File: src/rtl/stbs_pkg.sv
`default_nettype none

package stbs_pkg;

   // Fixed field widths of the channels
   localparam int IDX_W  = 10;
   localparam int VAL_W  = 32;
   localparam int SIZE_W = 11;
   // Common width for index arithmetic, wide enough for the largest table depth
   localparam int WIDE_W = 17;

   // Item kinds on the request channel
   localparam logic ACT_LOAD   = 1'b0;
   localparam logic ACT_SEARCH = 1'b1;

   // Commands from the controller to the datapath
   typedef struct packed {
      logic write;    // store one table entry
      logic init;     // capture key and set up the search bounds
      logic probe;    // issue a table read at the midpoint
      logic step;     // read data is valid: narrow the bounds
      logic finish;   // capture the search outcome
      logic publish;  // move the outcome into the output register
   } ctrl_cmd_type;

   // Status from the datapath to the controller
   typedef struct packed {
      logic empty;    // search range is empty before the first probe
      logic hit;      // probed entry equals the key
      logic more;     // range left after this probe is not empty
   } dp_status_type;

endpackage

`default_nettype wire

File: src/rtl/stbs_ctrl.sv
`default_nettype none

module stbs_ctrl (
   input  wire logic                     clock,
   input  wire logic                     reset,
   input  wire logic                     req_valid,
   input  wire logic                     req_action,
   output logic                          req_ready,
   input  wire logic                     rsp_ready,
   output logic                          rsp_valid,
   input  wire stbs_pkg::dp_status_type  status,
   output stbs_pkg::ctrl_cmd_type        cmd
);

   typedef enum logic [3:0] {
      S_IDLE  = 4'b0001,
      S_START = 4'b0010,
      S_STEP  = 4'b0100,
      S_DONE  = 4'b1000
   } state_type;

   state_type state_ff;
   state_type state_in;
   logic      rsp_valid_ff;
   logic      rsp_valid_in;

   // Sequence the search and the output register
   always_comb begin
      state_in     = state_ff;
      cmd          = '0;
      req_ready    = 1'b0;
      rsp_valid_in = rsp_valid_ff & ~rsp_ready;
      unique case (state_ff)
         S_IDLE: begin
            req_ready = 1'b1;
            if (req_valid) begin
               if (req_action == stbs_pkg::ACT_SEARCH) begin
                  cmd.init = 1'b1;
                  state_in = S_START;
               end else begin
                  cmd.write = 1'b1;
               end
            end
         end
         S_START: begin
            cmd.probe = 1'b1;
            if (status.empty) begin
               cmd.finish = 1'b1;
               state_in   = S_DONE;
            end else begin
               state_in = S_STEP;
            end
         end
         S_STEP: begin
            cmd.step = 1'b1;
            if (status.hit || !status.more) begin
               cmd.finish = 1'b1;
               state_in   = S_DONE;
            end else begin
               cmd.probe = 1'b1;
            end
         end
         S_DONE: begin
            // hold the outcome until the output register is free
            if (!rsp_valid_ff || rsp_ready) begin
               cmd.publish  = 1'b1;
               rsp_valid_in = 1'b1;
               state_in     = S_IDLE;
            end
         end
         default: begin
            state_in = S_IDLE;
         end
      endcase
   end

   always_ff @(posedge clock) begin
      if (reset) begin
         state_ff     <= S_IDLE;
         rsp_valid_ff <= 1'b0;
      end else begin
         state_ff     <= state_in;
         rsp_valid_ff <= rsp_valid_in;
      end
   end

   assign rsp_valid = rsp_valid_ff;

   a_search_starts: assert property (@(posedge clock) disable iff (reset)
      (req_valid && req_ready && req_action == stbs_pkg::ACT_SEARCH) |=> state_ff == S_START)
      else $error("search beat did not start a search");

   a_start_moves_on: assert property (@(posedge clock) disable iff (reset)
      state_ff == S_START |=> (state_ff == S_STEP || state_ff == S_DONE))
      else $error("first probe did not advance");

   a_rsp_from_done: assert property (@(posedge clock) disable iff (reset)
      $rose(rsp_valid_ff) |-> $past(state_ff) == S_DONE)
      else $error("response raised outside the done state");

   a_done_free_publishes: assert property (@(posedge clock) disable iff (reset)
      (state_ff == S_DONE && !rsp_valid_ff) |=> (state_ff == S_IDLE && rsp_valid_ff))
      else $error("free output register not loaded");

endmodule

`default_nettype wire

File: config.mk
export PLATFORM = sky130hd
export DESIGN_NAME = stbs_ctrl
export DESIGN_NICKNAME = d
export VERILOG_FILES = /design/src/rtl/stbs_pkg.sv /design/src/rtl/stbs_ctrl.sv
export SDC_FILE = /design/constraint.sdc
export NUM_CORES = 1
export LEC_CHECK = 0
export BUFFER_PORTS_ARGS = -buffer_cell sky130_fd_sc_hd__buf_4
export CAP_MARGIN = 10
export CORE_AREA = 2 2 39 41
export CTS_BUF_LIST = sky130_fd_sc_hd__clkbuf_2 sky130_fd_sc_hd__clkbuf_4 sky130_fd_sc_hd__clkbuf_8
export DETAILED_ROUTE_END_ITERATION = 10
export DIE_AREA = 0 0 41 43
export PLACE_DENSITY = 0.54
export SYNTH_ARGS = -nofsm -noshare
export SYNTH_HDL_FRONTEND = slang
export SYNTH_SLANG_ARGS = --single-unit
File: constraint.sdc
create_clock -name clock -period 1.7 [get_ports clock]
set_clock_uncertainty 0.05 [all_clocks]
set_input_delay 0.17 -clock clock [delete_from_list [all_inputs] [get_ports clock]]
set_output_delay 0.17 -clock clock [all_outputs]
set_load 0.05 [all_outputs]
==> flow_summary.ini, run 1 <==
[outcome]
status = complete, no violations

[final_layout]
fillers = 149
fin_util = 0.352
syn2layout_area_growth_pct = 59.4
drive_above_1_share = 0.482
final_nets = 65
diodes = 0

[critical_path]
cp_data_required_time_ps = 1480
critPathCaptureType = primary output
path_class = register to primary output
crit_fanout = 6
worstPathArrival_ps = 1360
r2r_slack_ps = 380
r2r_cells = 4
r2r-end = state_ff[0]$_SDFFE_PP1P_
worstSetupStartpointType = register
r2r-start = state_ff[1]$_SDFFE_PP0P_

[yosys]
syn_area_sq_um = 305
synth_area_leaders = dfxtp_1 33%, and2b_2 8.6%, a21oi_1 4.9%, nand3b_1 4.9%, nor2_1 4.9%
syn_avg_cell_area_sq_um = 8.25
yosysSeqAreaShare = 0.328
ys_seq_elements = 5
synthCells = 37
yosys.cell_types.count = 20
synth_fp_nets = 45
yosys.area.top_type = dfxtp_1
yosys_warnings = 0
yosysTopAreaCellShare = 0.328

[timing]
fin_crit_ps = 1580
rsz0062_at_grt = false
worstMarginPinSlew_ps = 267
fmax_mhz = 631
fin_ws_ps = 115
hold_viol = 0
setup_viol = 0
relSlewSlack = 0.822
slew_viol_final = 0
period_share = 0.932

[die]
die_h_um = 43
die_x_um = 41
num_io_pins = 16
num_rows = 14
dieArea_sq_um = 1760
coreArea_sq_um = 1380
start_util = 0.221

[place]
pre_cts_slack_ps = 305
gp_congestion = 0.658
hpwl_um = 575
portBuffers = 15

[detailed_routing]
vias = 320
postRouteAntennaNets = 0
remaining_drc_errors = 0
initialDrtViolationCount = 6
first_pass_iters = 3
wl_per_cell_um = 9.85
vias_per_cell = 4.44
routed_wirelength_um = 709

[power_and_ir_drop]
power_density_nw_per_um2 = 749
vdd_drop_max_mv = 0.344
power_leakage_nw = 0.225

[hold_path]
hp-start = reset
hold_class = primary input to register
hold_path_end = state_ff[3]$_SDFFE_PP0P_
hold_path_depth = 2

[clocking]
root_buffer = clkbuf_4
htree_levels = 1
cts_tree = done
cts.sinks = 5
hold_buffers = 0
cts_made_buffers = 3
clk_path_buf_depth = 2
insertion_delay_ps = 240
clkSlewWorstSetupHoldPaths_ps = 50

[grt]
grt.met2_usage = 0.125
busiest_layer = met1
grt_max_degree = 7
antenna_found_initial = 0
grt_pass1_vias = 300
grt_pass1_wl_um = 1160
grt_use_total = 0.100
grt_use_met3 = 0.0471
use_met1 = 0.135
globalRouteOverflowTotal = 0

[job]
drv_cap = 0
how the worst max path moves through the flow:
stage	from	endpoint	cells past startpoint	slack, ps
5_1_grt	state_ff[1]$_SDFFE_PP0P_	cmd[5]	4	20
2_1_floorplan	state_ff[1]$_SDFFE_PP0P_	cmd[3]	3	-150
3_3_place_gp	state_ff[1]$_SDFFE_PP0P_	cmd[1]	5	310
3_5_place_dp	state_ff[1]$_SDFFE_PP0P_	cmd[1]	5	300
6_report	state_ff[1]$_SDFFE_PP0P_	cmd[3]	4	120
4_1_cts	state_ff[1]$_SDFFE_PP0P_	cmd[1]	5	40
power breakdown:
group | switching, mW | internal [mW]
sequential | 0.00769 | 0.121
clock | 0.0474 | 0.105
combinational | 0.0494 | 0.0343
total | 0.105 | 0.260
cells in the mapped netlist, drive strengths merged:
master	instances
nand3b	2
or2	1
nand3	1
dfxtp	5
a311o	1
nor3b	1
nor3	1
nand2b	3
inv	3
o211ai	1
nor2	4
nand2	3
a21oi	3
xor2	1
o21a	1
a22oi	1
and2b	3
o21ai	1
nor4b	1
critical path, cell delays in order (launching register included):
cell	delay [ps]
dfxtp_4	350
nor4b_4	290
nand3b_1	190
nand2_1	100
buf_4	190
logic make-up after synthesis:
family	Yosys count	synth area share
AO/OA/AOI/OAI	8	0.172
flip-flops	5	0.328
AND/OR/NAND/NOR	20	0.434
XOR/XNOR	1	0.0287
buffers and inverters	3	0.0369
timing repair:
item	4_1_cts	5_1_grt
buffers inserted	0	0
endpoints found under the hold margin	0	0
setup endpoints to repair	0	3
gates resized for setup	0	3
sequential cells by signal, indices dropped and copies added, names as in the netlist:
name / cells
rsp_valid: 1
state_ff: 4
placed cells by master, fill, tap and decap left out, drive strengths merged, types with 2 or more instances in the layout:
cell and instances:
buf 15, dfxtp 5, nor2 4, clkbuf 4
inv 3, and2b 3, nand2 3, a21oi 3
nand2b 3, nand3b 2
stage by stage:
stage	total power, mW	cell area [sq um]	setup TNS, ps	std cells	hold WS, ps
final	0.364	487	0	72	75.1
after floorplan	0.183	319	-146	37	189
after CTS	0.371	482	0	72	71.8
after global routing	0.386	487	0	72	68.5
after global placement	0.215	452	0	68	332
after detailed placement	0.215	452	0	68	329
layer usage:
| metal | vias up | wire (um) |
|---|---|---|
| li1 | 167 | - |
| met1 | 141 | 307 |
| met2 | 12 | 331 |
| met3 | 0 | 71 |
| met4 | 0 | 0 |
| met5 | - | 0 |
final cells by class:
type,instances,area [sq um],area share
timing repair buffer,15,113,0.231
multi-input combinational,29,208,0.427
clock buffer,4,30.0,0.0617
tap,16,20.0,0.0411
sequential,5,105,0.216
inverter,3,11.3,0.0231
Power figures use the tool's default switching activity.
==> run 2, diff against run 1 <==
Clock period 1.7 ns to 1.6 ns, I/O delays scaled along.
==> run 2 against run 1 <==
Against the previous run:
- core utilization rose by 2.4 points
- via count up 3.4%
- combinational power up 14%
- critical path type unchanged
- largest cell class unchanged
==> flow_summary.ini, run 2 (synthesis results as in run 1) <==
[outcome]
status = complete, no violations

[clocking]
clk_path_buf_depth = 2
cts.sinks = 5
insertion_delay_ps = 250
cts_made_buffers = 3
htree_levels = 1
root_buffer = clkbuf_4
clkSlewWorstSetupHoldPaths_ps = 40
cts_tree = done
hold_buffers = 0

[timing]
hold_viol = 0
tns_ps = 0
fin_ws_ps = 35.7
relSlewSlack = 0.826
fmax_mhz = 639
fin_crit_ps = 1560
slew_viol_final = 0
period_share = 0.978
setup_viol = 0
worstMarginPinSlew_ps = 259

[final_layout]
fillers = 154
final_cell_mix = 14 x buf_4, 4 x clkbuf_4
multi_input_area_sq_um = 223
syn2layout_area_growth_pct = 70.5
diodes = 0
layout_commonest_cell = buf_4
regArea_sq_um = 109
layout.cells.non_filler = 73
drive_above_1_share = 0.561
largest_reg_flops = 4
final_nets = 66
regMostFlops = state_ff
fin_util = 0.376

[power_and_ir_drop]
switching_power_mw = 0.119
p_int_mw = 0.278
vdd_drop_max_mv = 0.283
power_density_nw_per_um2 = 762
combPwrFrac = 0.240
clkPwrFrac = 0.416
p_seq_frac = 0.344
power_leakage_nw = 0.246
p_sw_frac = 0.300
finalPower_mw = 0.397

[place]
gp_congestion = 0.680
dp_cells = 68
hpwl_um = 545
portBuffers = 15
pre_cts_slack_ps = 219

[die]
coreArea_sq_um = 1380
num_io_pins = 16
die_x_um = 41
num_rows = 14
die_h_um = 43
dieArea_sq_um = 1760
start_util = 0.221

[detailed_routing]
first_pass_iters = 2
routed_wirelength_um = 782
remaining_drc_errors = 0
vias_per_cell = 4.53
wl_per_cell_um = 10.7
initialDrtViolationCount = 1
postRouteAntennaNets = 0
vias = 331

[critical_path]
crit_path_end = cmd[1]
path_class = register to primary output
r2r_cells = 4
crit_fanout = 6
max_stage_delay_ps = 380
slowest_stage = dfxtp_4
worstPathArrival_ps = 1350
critPathCaptureType = primary output
r2r-start = state_ff[3]$_SDFFE_PP0P_
worstSetupStartpointType = register
cp_data_required_time_ps = 1390
r2r_slack_ps = 180
startpoint = state_ff[1]$_SDFFE_PP0P_
r2r-end = state_ff[0]$_SDFFE_PP1P_
path_cells = and2b_2, a22oi_1, nand2b_4, inv_1, buf_6

[grt]
antenna_found_initial = 0
busiest_layer = met2
grt_use_total = 0.104
grt_max_degree = 7
grt_use_met3 = 0.0471
grt_pass1_wl_um = 1180
globalRouteOverflowTotal = 0
use_met1 = 0.121
grt.met2_usage = 0.150
grt_pass1_vias = 298

[hold_path]
hold_path_depth = 2
hold_class = primary input to register

[job]
drv_cap = 0
## run 2: cell count changes in the layout (fill, tap and decap cells not counted), sizes merged
cell	previous run	this run
buf	15	16
## run 2: timing repair
item / 4_1_cts / 5_1_grt
gates resized for setup: 2 / 8
setup endpoints to repair: 1 / 4
setup buffers: 0 / 1
pin swaps: 0 / 1
## run 2: final cells by class
class,count,share of cell area
Multi-Input combinational cell,29,0.428
Timing Repair Buffer,16,0.245
Tap cell,16,0.0385
Clock buffer,4,0.0577
Inverter,3,0.0216
Sequential cell,5,0.209
## run 2: power groups by stage
stage | clock, mW | sequential [mW] | combinational (mW)
2_1_floorplan | 0 | 0.138 | 0.0567
3_3_place_gp | 0 | 0.140 | 0.0891
3_5_place_dp | 0 | 0.140 | 0.0893
4_1_cts | 0.169 | 0.138 | 0.0897
5_1_grt | 0.177 | 0.138 | 0.101
6_report | 0.165 | 0.137 | 0.0952
## run 2: worst max-delay path: cells and delay by family, from the launching register on
family	cells	cell delay, ps
flip-flops	1	380
AO/OA/AOI/OAI	1	180
buffers and inverters	2	180
AND/OR/NAND/NOR	2	380
## run 2: how the worst min path moves through the flow
| stage | startpoint | to |
|---|---|---|
| after floorplan | reset | rsp_valid$_SDFF_PP0_ |
| after global placement | reset | state_ff[2]$_SDFFE_PP0P_ |
| after detailed placement | reset | rsp_valid$_SDFF_PP0_ |
| after CTS | reset | state_ff[2]$_SDFFE_PP0P_ |
| after global routing | reset | state_ff[2]$_SDFFE_PP0P_ |
| final | reset | state_ff[2]$_SDFFE_PP0P_ |
## run 2: per-stage QoR
stage | instance area, sq um | hold WS (ps)
after CTS | 484 | 62.0
after global placement | 452 | 323
final | 520 | 60.9
after detailed placement | 452 | 324
after global routing | 520 | 56.1
after floorplan | 319 | 179
## run 2: metal layers
| layer | up-vias | part of all wire | wire length, um |
|---|---|---|---|
| met4 | 0 | 0.024 | 19 |
| met3 | 3 | 0.060 | 47 |
| met5 | - | 0 | 0 |
| li1 | 167 | - | - |
| met2 | 11 | 0.50 | 391 |
| met1 | 150 | 0.41 | 324 |
